<file path="config.mk">
export PLATFORM = sky130hd
export DESIGN_NAME = modbus_rtu_frame_receiver_core
export DESIGN_NICKNAME = d
export VERILOG_FILES = /design/src/sv/mbrx_pkg.sv /design/src/sv/modbus_rtu_frame_receiver_core.sv /design/src/sv/mbrx_front.sv /design/src/sv/mbrx_queue.sv /design/src/sv/mbrx_back.sv
export SDC_FILE = /design/constraint.sdc
export NUM_CORES = 1
export LEC_CHECK = 0
export BUFFER_PORTS_ARGS = -buffer_cell sky130_fd_sc_hd__buf_2
export CORE_MARGIN = 3
export CORE_UTILIZATION = 51
export CTS_BUF_LIST = sky130_fd_sc_hd__clkbuf_4 sky130_fd_sc_hd__clkbuf_8
export CTS_CLUSTER_DIAMETER = 120
export DETAILED_ROUTE_END_ITERATION = 10
export MAX_ROUTING_LAYER = met4
export PLACE_DENSITY = 0.79
export SETUP_SLACK_MARGIN = 0.05
export SYNTH_ARGS = -nofsm -noshare
export SYNTH_HDL_FRONTEND = slang
export SYNTH_HIERARCHICAL = 1
export SYNTH_SLANG_ARGS = --single-unit
</file>
<file path="constraint.sdc">
create_clock -name clk -period 7.2 [get_ports clk]
set_clock_uncertainty 0.1 [all_clocks]
set_input_delay 1.44 -clock clk [delete_from_list [all_inputs] [get_ports clk]]
set_output_delay 1.44 -clock clk [all_outputs]
set_load 0.1 [all_outputs]
</file>
<file path="src/sv/mbrx_pkg.sv">
// shared types and constants for the modbus rtu frame receiver
// no dependencies; used by every module of the block
package mbrx_pkg;

    localparam int BUFFER_DEPTH = 128;
    localparam int COUNT_W      = $clog2(BUFFER_DEPTH + 1);
    localparam int ECHO_LEN     = 8;
    localparam int ECHO_IDX_W   = $clog2(ECHO_LEN);
    localparam int QUEUE_DEPTH  = 2;
    localparam int QPTR_W       = $clog2(QUEUE_DEPTH);
    localparam int QCNT_W       = $clog2(QUEUE_DEPTH + 1);
    localparam int MIN_FRAME    = 4;

    localparam logic [15:0] CRC_INIT      = 16'hFFFF;
    localparam logic [15:0] CRC_POLY      = 16'hA001;
    localparam logic [7:0]  ADDR_RESET    = 8'hEB;
    localparam logic [15:0] TIMEOUT_RESET = 16'd5;
    localparam logic [7:0]  FN_WRITE_REG  = 8'h06;
    localparam logic [7:0]  BUZZ_REG_LO   = 8'd3;
    localparam logic [7:0]  BUZZ_REG_HI   = 8'd6;

    // configuration register indexes
    localparam logic CFG_SLAVE_ADDR = 1'b0;
    localparam logic CFG_TIMEOUT    = 1'b1;

    // input beat kinds
    localparam logic OP_BYTE = 1'b0;
    localparam logic OP_TICK = 1'b1;

    typedef enum logic [2:0] {
        ST_ECHOED    = 3'd0,
        ST_TOO_SHORT = 3'd1,
        ST_CRC_BAD   = 3'd2,
        ST_ADDR_BAD  = 3'd3,
        ST_FN_BAD    = 3'd4
    } status_t;

    // one judged frame, handed from front to back
    typedef struct packed {
        status_t                        status;
        logic [ECHO_LEN-1:0][7:0]       bytes;
        logic                           buzzer;
    } job_t;

    typedef enum logic {
        BK_IDLE = 1'b0,
        BK_SEND = 1'b1
    } back_state_t;

endpackage

</file>
<file path="src/sv/modbus_rtu_frame_receiver_core.sv">
// top level of the modbus rtu frame receiver
// depends on mbrx_pkg, mbrx_front, mbrx_queue, mbrx_back
//
// Modbus RTU slave receive core. Each input beat is either a received byte
// (tuser 0) or one timer tick (tuser 1). Bytes are stored and reload the idle
// timer; when ticks run the timer to zero with bytes held, the frame is judged:
// fewer than four bytes, a CRC16 mismatch (check bytes high first), a wrong
// slave address or a function other than 6 each give one status beat; an
// accepted function 6 frame toggles the buzzer when register byte 3 lies in
// 3..6 and is echoed as eight transmit beats of buffer bytes 0..7. Input beats
// are taken one per cycle; a frame end needs a free slot in the two-entry job
// queue, so input stalls only when two judged frames still wait for output.
// The back end sends one result beat per cycle while the output is ready. The
// crc is folded in one byte per received byte, trailing by two so that the
// check bytes stay out. Past 128 bytes the byte count wraps and storage
// restarts at the first byte. There is no clearing pass after reset.
// Configuration (index 0 slave address, index 1 idle timeout in ticks) is
// written by the user only while the block is idle, which is not enforced.
module modbus_rtu_frame_receiver_core (
    input  logic        clk,
    input  logic        rst_n,

    input  logic        cfg_we,
    input  logic        cfg_index,
    input  logic [15:0] cfg_data,

    input  logic        s_axis_tvalid,
    output logic        s_axis_tready,
    input  logic [7:0]  s_axis_tdata,   // [7:0] rx_byte
    input  logic        s_axis_tuser,   // [0] operation

    output logic        m_axis_tvalid,
    input  logic        m_axis_tready,
    output logic [31:0] m_axis_tdata,   // [7:0] tx_byte, [10:8] frame_status,
                                        // [18:11] function_code,
                                        // [26:19] register_low, [27] buzzer
    output logic        m_axis_tuser,   // [0] kind
    output logic        m_axis_tlast    // last result of the run
);

    logic            q_full;
    logic            q_nonempty;
    logic            push;
    logic            pop;
    logic            in_beat;
    mbrx_pkg::job_t  push_job;
    mbrx_pkg::job_t  pop_job;
    logic [7:0]      tx_byte;
    logic [2:0]      frame_status;
    logic [7:0]      function_code;
    logic [7:0]      register_low;
    logic            buzzer;

    // stall input only while the queue cannot take another judged frame
    assign s_axis_tready = !q_full;
    assign in_beat       = s_axis_tvalid && s_axis_tready;

    mbrx_front u_front (
        .clk       (clk),
        .rst_n     (rst_n),
        .cfg_we    (cfg_we),
        .cfg_index (cfg_index),
        .cfg_data  (cfg_data),
        .beat      (in_beat),
        .operation (s_axis_tuser),
        .rx_byte   (s_axis_tdata),
        .push      (push),
        .push_job  (push_job)
    );

    mbrx_queue u_queue (
        .clk      (clk),
        .rst_n    (rst_n),
        .push     (push),
        .push_job (push_job),
        .full     (q_full),
        .pop      (pop),
        .pop_job  (pop_job),
        .nonempty (q_nonempty)
    );

    mbrx_back u_back (
        .clk           (clk),
        .rst_n         (rst_n),
        .job_avail     (q_nonempty),
        .job           (pop_job),
        .pop           (pop),
        .out_valid     (m_axis_tvalid),
        .out_ready     (m_axis_tready),
        .kind          (m_axis_tuser),
        .tx_byte       (tx_byte),
        .frame_status  (frame_status),
        .function_code (function_code),
        .register_low  (register_low),
        .buzzer        (buzzer),
        .last          (m_axis_tlast)
    );

    assign m_axis_tdata = {4'h0, buzzer, register_low, function_code, frame_status, tx_byte};

    // a status result is always a run of one
    a_status_single: assert property (@(posedge clk) disable iff (!rst_n)
        m_axis_tvalid && !m_axis_tuser |-> m_axis_tlast)
        else $error("status result without last");

    // echo beats carry the echoed status, status beats carry no byte
    a_kind_status: assert property (@(posedge clk) disable iff (!rst_n)
        m_axis_tvalid |-> (m_axis_tuser == (frame_status == mbrx_pkg::ST_ECHOED)) &&
                          (m_axis_tuser || tx_byte == 8'h00))
        else $error("kind and status disagree");

    // the front never hands a frame to a full queue
    a_no_overflow: assert property (@(posedge clk) disable iff (!rst_n)
        push |-> !q_full)
        else $error("job queue overflow");

    // the back end only takes a job that is there
    a_no_underflow: assert property (@(posedge clk) disable iff (!rst_n)
        pop |-> q_nonempty)
        else $error("job queue underflow");

endmodule

</file>
<file path="src/sv/mbrx_front.sv">
// front end: byte capture, running crc, idle timer and frame judgment
// depends on mbrx_pkg
module mbrx_front (
    input  logic                clk,
    input  logic                rst_n,
    input  logic                cfg_we,
    input  logic                cfg_index,
    input  logic [15:0]         cfg_data,
    input  logic                beat,
    input  logic                operation,
    input  logic [7:0]          rx_byte,
    output logic                push,
    output mbrx_pkg::job_t      push_job
);

    logic [7:0]                     slave_addr_reg;
    logic [15:0]                    timeout_reg;
    logic [mbrx_pkg::COUNT_W-1:0]   count_reg, count_next;
    logic [15:0]                    timer_reg, timer_next;
    logic [15:0]                    crc_reg, crc_next;
    logic [7:0]                     b1_reg, b1_next;
    logic [7:0]                     b2_reg, b2_next;
    logic                           buzzer_reg, buzzer_next;
    logic [mbrx_pkg::ECHO_LEN-1:0][7:0] shadow_reg, shadow_next;
    logic [mbrx_pkg::COUNT_W-1:0]   wr_idx;
    mbrx_pkg::status_t              status;

    function automatic logic [15:0] crc_byte(input logic [15:0] c, input logic [7:0] d);
        logic [15:0] r;
        r = c ^ {8'h00, d};
        for (int i = 0; i < 8; i++)
        begin
            r = r[0] ? ((r >> 1) ^ mbrx_pkg::CRC_POLY) : (r >> 1);
        end
        return r;
    endfunction

    // a full buffer wraps the count back to the start
    assign wr_idx = (count_reg == mbrx_pkg::COUNT_W'(mbrx_pkg::BUFFER_DEPTH))
                    ? '0 : count_reg;

    always_comb
    begin
        if (count_reg < mbrx_pkg::COUNT_W'(mbrx_pkg::MIN_FRAME))
            status = mbrx_pkg::ST_TOO_SHORT;
        else if (crc_reg != {b2_reg, b1_reg})
            status = mbrx_pkg::ST_CRC_BAD;
        else if (shadow_reg[0] != slave_addr_reg)
            status = mbrx_pkg::ST_ADDR_BAD;
        else if (shadow_reg[1] != mbrx_pkg::FN_WRITE_REG)
            status = mbrx_pkg::ST_FN_BAD;
        else
            status = mbrx_pkg::ST_ECHOED;
    end

    always_comb
    begin
        count_next  = count_reg;
        timer_next  = timer_reg;
        crc_next    = crc_reg;
        b1_next     = b1_reg;
        b2_next     = b2_reg;
        buzzer_next = buzzer_reg;
        shadow_next = shadow_reg;
        push        = 1'b0;
        if (beat && operation == mbrx_pkg::OP_BYTE)
        begin
            count_next = wr_idx + 1'b1;
            timer_next = timeout_reg;
            // crc trails the stream by two bytes: the last two are the check value
            if (wr_idx == '0)
                crc_next = mbrx_pkg::CRC_INIT;
            else if (wr_idx >= mbrx_pkg::COUNT_W'(2))
                crc_next = crc_byte(crc_reg, b2_reg);
            b2_next = b1_reg;
            b1_next = rx_byte;
            if (wr_idx < mbrx_pkg::COUNT_W'(mbrx_pkg::ECHO_LEN))
                shadow_next[wr_idx[mbrx_pkg::ECHO_IDX_W-1:0]] = rx_byte;
        end
        else if (beat && timer_reg != '0)
        begin
            timer_next = timer_reg - 1'b1;
            if (timer_reg == 16'd1 && count_reg != '0)
            begin
                push       = 1'b1;
                count_next = '0;
                if (status == mbrx_pkg::ST_ECHOED &&
                    shadow_reg[3] >= mbrx_pkg::BUZZ_REG_LO &&
                    shadow_reg[3] <= mbrx_pkg::BUZZ_REG_HI)
                    buzzer_next = ~buzzer_reg;
            end
        end
    end

    assign push_job.status = status;
    assign push_job.bytes  = shadow_reg;
    assign push_job.buzzer = buzzer_next;

    always_ff @(posedge clk or negedge rst_n)
    begin
        if (!rst_n)
        begin
            slave_addr_reg <= mbrx_pkg::ADDR_RESET;
            timeout_reg    <= mbrx_pkg::TIMEOUT_RESET;
            count_reg      <= '0;
            timer_reg      <= '0;
            crc_reg        <= mbrx_pkg::CRC_INIT;
            b1_reg         <= '0;
            b2_reg         <= '0;
            buzzer_reg     <= 1'b1;
            shadow_reg     <= '0;
        end
        else
        begin
            if (cfg_we && cfg_index == mbrx_pkg::CFG_SLAVE_ADDR)
                slave_addr_reg <= cfg_data[7:0];
            if (cfg_we && cfg_index == mbrx_pkg::CFG_TIMEOUT)
                timeout_reg <= cfg_data;
            count_reg  <= count_next;
            timer_reg  <= timer_next;
            crc_reg    <= crc_next;
            b1_reg     <= b1_next;
            b2_reg     <= b2_next;
            buzzer_reg <= buzzer_next;
            shadow_reg <= shadow_next;
        end
    end

endmodule

</file>
<file path="src/sv/mbrx_queue.sv">
// short job queue between the judging front and the result back end
// depends on mbrx_pkg
module mbrx_queue (
    input  logic            clk,
    input  logic            rst_n,
    input  logic            push,
    input  mbrx_pkg::job_t  push_job,
    output logic            full,
    input  logic            pop,
    output mbrx_pkg::job_t  pop_job,
    output logic            nonempty
);

    mbrx_pkg::job_t                 slot_reg [mbrx_pkg::QUEUE_DEPTH];
    logic [mbrx_pkg::QPTR_W-1:0]    wr_reg, wr_next;
    logic [mbrx_pkg::QPTR_W-1:0]    rd_reg, rd_next;
    logic [mbrx_pkg::QCNT_W-1:0]    cnt_reg, cnt_next;

    assign full     = (cnt_reg == mbrx_pkg::QCNT_W'(mbrx_pkg::QUEUE_DEPTH));
    assign nonempty = (cnt_reg != '0);
    assign pop_job  = slot_reg[rd_reg];

    always_comb
    begin
        wr_next  = wr_reg;
        rd_next  = rd_reg;
        cnt_next = cnt_reg;
        if (push)
            wr_next = (wr_reg == mbrx_pkg::QPTR_W'(mbrx_pkg::QUEUE_DEPTH - 1)) ? '0 : wr_reg + 1'b1;
        if (pop)
            rd_next = (rd_reg == mbrx_pkg::QPTR_W'(mbrx_pkg::QUEUE_DEPTH - 1)) ? '0 : rd_reg + 1'b1;
        if (push && !pop)
            cnt_next = cnt_reg + 1'b1;
        else if (pop && !push)
            cnt_next = cnt_reg - 1'b1;
    end

    always_ff @(posedge clk)
    begin
        if (push)
            slot_reg[wr_reg] <= push_job;
    end

    always_ff @(posedge clk or negedge rst_n)
    begin
        if (!rst_n)
        begin
            wr_reg  <= '0;
            rd_reg  <= '0;
            cnt_reg <= '0;
        end
        else
        begin
            wr_reg  <= wr_next;
            rd_reg  <= rd_next;
            cnt_reg <= cnt_next;
        end
    end

endmodule

</file>
<file path="src/sv/mbrx_back.sv">
// back end: turns a judged frame into one status beat or eight echo beats
// depends on mbrx_pkg
module mbrx_back (
    input  logic            clk,
    input  logic            rst_n,
    input  logic            job_avail,
    input  mbrx_pkg::job_t  job,
    output logic            pop,
    output logic            out_valid,
    input  logic            out_ready,
    output logic            kind,
    output logic [7:0]      tx_byte,
    output logic [2:0]      frame_status,
    output logic [7:0]      function_code,
    output logic [7:0]      register_low,
    output logic            buzzer,
    output logic            last
);

    mbrx_pkg::back_state_t              state_reg, state_next;
    mbrx_pkg::job_t                     job_reg, job_next;
    logic [mbrx_pkg::ECHO_IDX_W-1:0]    idx_reg, idx_next;
    logic                               echo;
    logic                               done;

    assign echo          = (job_reg.status == mbrx_pkg::ST_ECHOED);
    assign out_valid     = (state_reg == mbrx_pkg::BK_SEND);
    assign kind          = echo;
    assign tx_byte       = echo ? job_reg.bytes[idx_reg] : 8'h00;
    assign frame_status  = job_reg.status;
    assign function_code = job_reg.bytes[1];
    assign register_low  = job_reg.bytes[3];
    assign buzzer        = job_reg.buzzer;
    assign last          = !echo || idx_reg == mbrx_pkg::ECHO_IDX_W'(mbrx_pkg::ECHO_LEN - 1);
    assign done          = out_valid && out_ready && last;

    always_comb
    begin
        state_next = state_reg;
        job_next   = job_reg;
        idx_next   = idx_reg;
        pop        = 1'b0;
        case (state_reg)
            mbrx_pkg::BK_IDLE:
            begin
                if (job_avail)
                begin
                    pop        = 1'b1;
                    job_next   = job;
                    idx_next   = '0;
                    state_next = mbrx_pkg::BK_SEND;
                end
            end
            mbrx_pkg::BK_SEND:
            begin
                if (done)
                begin
                    // next frame follows straight on when one is waiting
                    if (job_avail)
                    begin
                        pop      = 1'b1;
                        job_next = job;
                        idx_next = '0;
                    end
                    else
                        state_next = mbrx_pkg::BK_IDLE;
                end
                else if (out_valid && out_ready)
                    idx_next = idx_reg + 1'b1;
            end
            default:
                state_next = mbrx_pkg::BK_IDLE;
        endcase
    end

    always_ff @(posedge clk)
    begin
        job_reg <= job_next;
        idx_reg <= idx_next;
    end

    always_ff @(posedge clk or negedge rst_n)
    begin
        if (!rst_n)
            state_reg <= mbrx_pkg::BK_IDLE;
        else
            state_reg <= state_next;
    end

endmodule

</file>
Word level (Yosys, flattened, before mapping):

Memory sizes are Yosys's and may differ from the RTL's.
Index checks and enable logic that the tools add are counted.

* output and inout port bits: 36
* bits in latches: 0
* bits in registers: 221
* logic and storage cells: 151
* ROM bits: 0
* bits in writable memories: 136
* memories: 1

* reduce and logical (&&, ||, !) cells: 31
* $mul: 0
* equality and inequality tests: 9
* $lt $le $gt $ge: 8
* bitwise logic cells: 13
* div/mod/pow operators: 0
* add/subtract/negate cells: 7
* shift-type cells: 0
* multiplexer cells: 51

Memory list
* u_queue.slot_reg: depth 2, bits a word 68, rd ports 1, clocked after memory_dff 0, wr ports 1, RTL line mbrx_queue.sv:14 `mbrx_pkg::job_t slot_reg [mbrx_pkg::QUEUE_DEPTH];`

Operator list (count)
* $mux W16: 12
* $mux W68: 2
* $pmux W68 S2: 1
* $bwmux W64: 1
* $mux W8: 7
* $bmux W8 S3: 1
* $demux W8 S3: 1
* $not A2 Y3: 8
* $mux W3: 7
* $eq A16 B1 Y1 const B: 1
* $ge A8 B2 Y1 const B: 2
* $ne A16 B16 Y1: 1
* $reduce_bool A16 Y1: 1
* $sub A16 B1 Y16 const B: 1
* $xor A16 B8 Y16: 1
* $mux W1: 14
* $logic_and A1 B1 Y1: 13
* $reduce_bool A2 Y1: 5
* $add A8 B1 Y8 const B: 1
* $eq A8 B8 Y1 const B: 1
* $le A8 B3 Y1 const B: 1
* $logic_not A8 Y1: 1
* $lt A3 B4 Y1 const B: 2
* $lt A8 B3 Y1 const B: 1
* other kinds (21): 33

Logic depth before layout (Yosys ltp):

* word-level depth: 19
* depth in mapped cells: 11
* depth with buffers taken out: 10

By module:

The synthesis kept the hierarchy.

Modules (own cells, without submodules)
* mbrx_front: instances 1, area an instance 6712.7 um2, cells an instance 561, seq. area each 3659.8 um2
* mbrx_queue: instances 1, area an instance 5138.7 um2, cells an instance 228, seq. area each 4184.0 um2
* mbrx_back: instances 1, area an instance 3012.9 um2, cells an instance 174, seq. area each 2157.1 um2
* modbus_rtu_frame_receiver_core: instances 1, area an instance 51.3 um2, cells an instance 8, seq. area each 0.0 um2

Worst setup path before layout:

No wires, ideal clock.

* kind: input port to flip-flop
* start: in s_axis_tvalid
* end: mem u_queue/slot_reg[0][0] (netlist bit) (enable)
* setup time: 0.503 ns
* cell stages on the path: 6
* arrival: 5.613 ns
* setup slack: 0.985 ns
* path through: nor2b_1 -> clkbuf_1 -> nand2_1 -> a21oi_1 -> nor2b_1 -> nor2b_1

* longest elaborated chain between the ends: 6
* elaborated cells between the ends (all ways): 7
* those cells by class: mux (4); reduce/logical (3)

RTL lines
* start: declaration: RTL line modbus_rtu_frame_receiver_core.sv:27 `input logic s_axis_tvalid,`
* $logic_and A1 B1 Y1 (*): RTL line modbus_rtu_frame_receiver_core.sv:56 `assign in_beat = s_axis_tvalid && s_axis_tready;`
* $logic_and A1 B1 Y1: RTL line mbrx_front.sv:80 `else if (beat && timer_reg != '0)`
* $mux W1: RTL line mbrx_front.sv:80
* $mux W1 (*): RTL line mbrx_front.sv:66 `if (beat && operation == mbrx_pkg::OP_BYTE)`
* named net push: RTL line modbus_rtu_frame_receiver_core.sv:43 `logic push;`
* $mux W1 (*): RTL line mbrx_queue.sv:40 `if (push)`
* $mux W1 (not written as such) (*): RTL line mbrx_queue.sv:41 `slot_reg[wr_reg] <= push_job;`
* end: declaration: RTL line mbrx_queue.sv:14

The timed path passes the listed nets; every way through them passes the cells marked *.

Final worst setup path:

* start: in s_axis_tvalid
* end: mem u_queue/slot_reg[1][67] (netlist bit) (enable)

* longest elaborated chain between the ends: 6
* elaborated cells between the ends (all ways): 7
* those cells by class: mux (4); reduce/logical (3)

RTL lines
* $logic_and A1 B1 Y1 (*): RTL line modbus_rtu_frame_receiver_core.sv:56
* named net in_beat: RTL line modbus_rtu_frame_receiver_core.sv:45 `logic in_beat;`
* $logic_and A1 B1 Y1: RTL line mbrx_front.sv:80
* $mux W1: RTL line mbrx_front.sv:80
* $mux W1 (*): RTL line mbrx_front.sv:66
* named net push: RTL line modbus_rtu_frame_receiver_core.sv:43
* $mux W1 (*): RTL line mbrx_queue.sv:40
* $mux W1 (not written as such) (*): RTL line mbrx_queue.sv:41

Marks and branches as above.

==> results.ini <==
[yosys]
synthFlopType=edfxtp_1
synthArstFlopShare=0.4202
post_synth.cell_area_avg_um2=15.36
mappedNetlistArea_um2=14920
synth_area_leaders=edfxtp_1 42%, dfrtp_1 21%, mux2_2 11%
synthDistinctLibCells=70
syn_inst=971
synth_enable_flop_cells=207
synth.top_cell.area_share=0.4167
ys_ff_latch=357
ys_seq_area_frac=0.6705
yosysTopAreaCell=edfxtp_1
synth.yosys.warnings=6

[flow_run]
cap_viol_max_count=0

[critical_path]
r2r_start=u_front/count_reg[0]
cp_max_fo=48
required_ns=7.34
rrSetupSlack_ns=3.17
critical_path_class=input pin to flip-flop
arrival_ns=4.42
r2r_end=u_queue/slot_reg[1][67]
start_kind=input pin
end_kind=flip-flop
reg2reg_depth=8

[clock_network]
cts_buffers=54
clock_path_buffers=3
cts_root_buffer=clkbuf_8
clk_pin_slew_ns=0.06
clock-sinks=357
post_cts_resized=0
cts_setup_buffers=0
clock_latency_ns=0.58
cts_max_level=2
ctsHoldBuffers=0
cts_tree=yes

[power_and_ir_drop]
seqPwrFrac=0.438
power_density_nw_per_um2=424.7
intPower_w=0.004595
p_sw_frac=0.3490
pwr-share-comb=0.312
p_sw_w=0.002463
ir_drop_mv=0.2340
p_leak_nw=6.738
share_clk_of_total_power=0.250

[drt]
drtIter0Drc=602
vias=8006
drtPass1Iterations=5
vias_per_cell=5.469
wl_per_cell_um=19.22
antenna_left=0
drt_wl_total_mm=28.13
drcViolationCount=0

[global_route]
antenna_found_initial=0
grt_max_degree=85
grt_remaining_overflow=0
grt_first_pass_wirelength_mm=44.69
grt.total_usage=0.1879
grt_pass1_vias=8139

[timing]
slew_headroom=0.1508
finalCritPeriodShare=0.5934
period_minus_slack_ns=4.273
setup_viol=0
slew_viol_final=0
tightest_slew_ns=1.274
clock.fmax_mhz=234.0
rsz0062_at_grt=no
fin_tns_setup_ns=0
hold_viol=0

[floorplan]
die_area_um2=31330
ios=67
die_height_um=177.0
fp.coreArea_um2=28320
fp.dieW_um=177.0
start_util=0.5268
rows=61

[cells_and_area]
num_antenna_cells=0
drive_above_1_share=0.3453
nets=1080
fillerInstances=2091
area_growth_pct=11.43
largest_reg_flops=136
stdcell_count=1464

[place]
dp_cells=1362
dp_hpwl_mm=18.10
port_buffers=62
gp_congestion=0.8838

[status]
status=completed

[worst_hold_path]
hold_path.startpoint=u_front/push_job[59]
min_path_cells=0
hold_class=flip-flop to flip-flop
hold_path_end=u_queue/slot_reg[0][59]

layer usage:
| metal | wire length [µm] | up-vias | share of wire | track usage |
|---|---|---|---|---|
| li1 | - | 3737 | - | - |
| met1 | 12940 | 3998 | 0.46 | 0.2654 |
| met2 | 13020 | 217 | 0.46 | 0.2800 |
| met3 | 1409 | 54 | 0.050 | 0.02960 |
| met4 | 758 | 0 | 0.027 | 0.06809 |
| met5 | 0 | - | 0 | - |
power by group through the flow:
| stage | Sequential (W) | Clock [W] | Combinational (W) |
|---|---|---|---|
| 2_1_floorplan | 0.00301 | 0 | 0.00191 |
| 3_3_place_gp | 0.00310 | 0 | 0.00215 |
| 6_report | 0.00309 | 0.00176 | 0.00220 |
| 4_1_cts | 0.00309 | 0.00180 | 0.00221 |
| 3_5_place_dp | 0.00313 | 0 | 0.00220 |
| 5_1_grt | 0.00316 | 0.00190 | 0.00237 |
critical path, stage by stage:
cell and delay, ns:
buf_2 0.07, nor2b_1 0.11, buf_4 0.29, nand2_1 0.11, a21oi_1 0.31, nor2b_1 0.50, and2_2 1.10, buf_4 0.45
Yosys cell counts, types with 9 or more instances:
master / number
a21oi_1: 20
a22oi_1: 16
and3_1: 9
buf_4: 27
clkbuf_1: 20
dfrtp_1: 125
dfstp_2: 25
edfxtp_1: 207
ha_1: 9
inv_1: 10
mux2_2: 146
mux2_4: 12
mux2i_1: 33
nand2_1: 71
nor2_1: 23
nor2b_1: 11
nor4_1: 12
o21ai_0: 11
o22a_1: 9
xnor2_1: 19
xor2_1: 34
cells in the final DEF, fill, tap and decap left out, types with 4 or more instances in the layout:
cell type / instances
a21boi_0: 6
a21oi_1: 20
a221o_1: 5
a22oi_1: 16
and3_1: 9
buf_2: 61
buf_4: 10
clkbuf_4: 34
clkbuf_8: 61
conb_1: 4
dfrtp_1: 124
dfstp_2: 25
edfxtp_1: 207
ha_1: 9
inv_1: 10
mux2_2: 146
mux2_4: 12
mux2i_1: 33
nand2_1: 71
nand2b_1: 5
nand3_1: 5
nand4_1: 5
nor2_1: 23
nor2b_1: 9
nor3_1: 7
nor4_1: 12
o21ai_0: 11
o22a_1: 9
o22ai_1: 6
or3_1: 5
or4_1: 7
xnor2_1: 19
xor2_1: 34
worst max-delay path by stage:
stage / depth (start not counted) / startpoint / to / slack (ns)
finish: 8 / s_axis_tvalid / u_queue/slot_reg[1][67] / 2.93
global route: 8 / s_axis_tvalid / u_queue/slot_reg[1][67] / 2.71
CTS: 5 / u_back/idx_reg[0] / m_axis_tdata[1] / 2.95
detailed placement: 8 / s_axis_tvalid / u_queue/slot_reg[0][20] / 2.37
global placement: 8 / s_axis_tvalid / u_queue/slot_reg[0][60] / 2.44
floorplan: 6 / s_axis_tvalid / u_queue/slot_reg[0][0] / 0.98
area by class of cell:
class | instances | area (µm²) | area share
repair buffers | 72 | 391.6 | 0.02356
flip-flops and latches | 357 | 10000 | 0.6018
multi-input cells | 544 | 4512 | 0.2715
clock inverters | 7 | 105.1 | 0.006324
clock buffers | 95 | 1095 | 0.06587
inverters | 11 | 41.29 | 0.002484
well taps | 378 | 473.0 | 0.02846
per-stage QoR:
step	area (µm²)	power (W)	hold WS (ns)	setup WS, ns	utilization
floorplan	14930	0.004916	0.3350	0.9847	-
global placement	15420	0.005255	0.3435	2.441	0.5446
detailed placement	15420	0.005327	0.3490	2.367	0.5446
CTS	16620	0.007108	0.3617	2.951	0.5869
global route	16620	0.007419	0.3756	2.715	0.5869
finish	16620	0.007058	0.3617	2.927	0.5869
kinds of logic after synthesis:
family                     count (synthesis)  share of synthesized area
and+or+nand+nor                          186                    0.06786
DFF                                      357                     0.6705
xor gates and xnor gates                  54                    0.03263
muxes                                    192                     0.1452
other                                      1                  0.0002514
buffers and inverters                     73                    0.02852
AOI/OAI and AO/OA                         99                    0.04748
adders and majority gates                  9                   0.007550
Power figures use the tool's default switching activity.
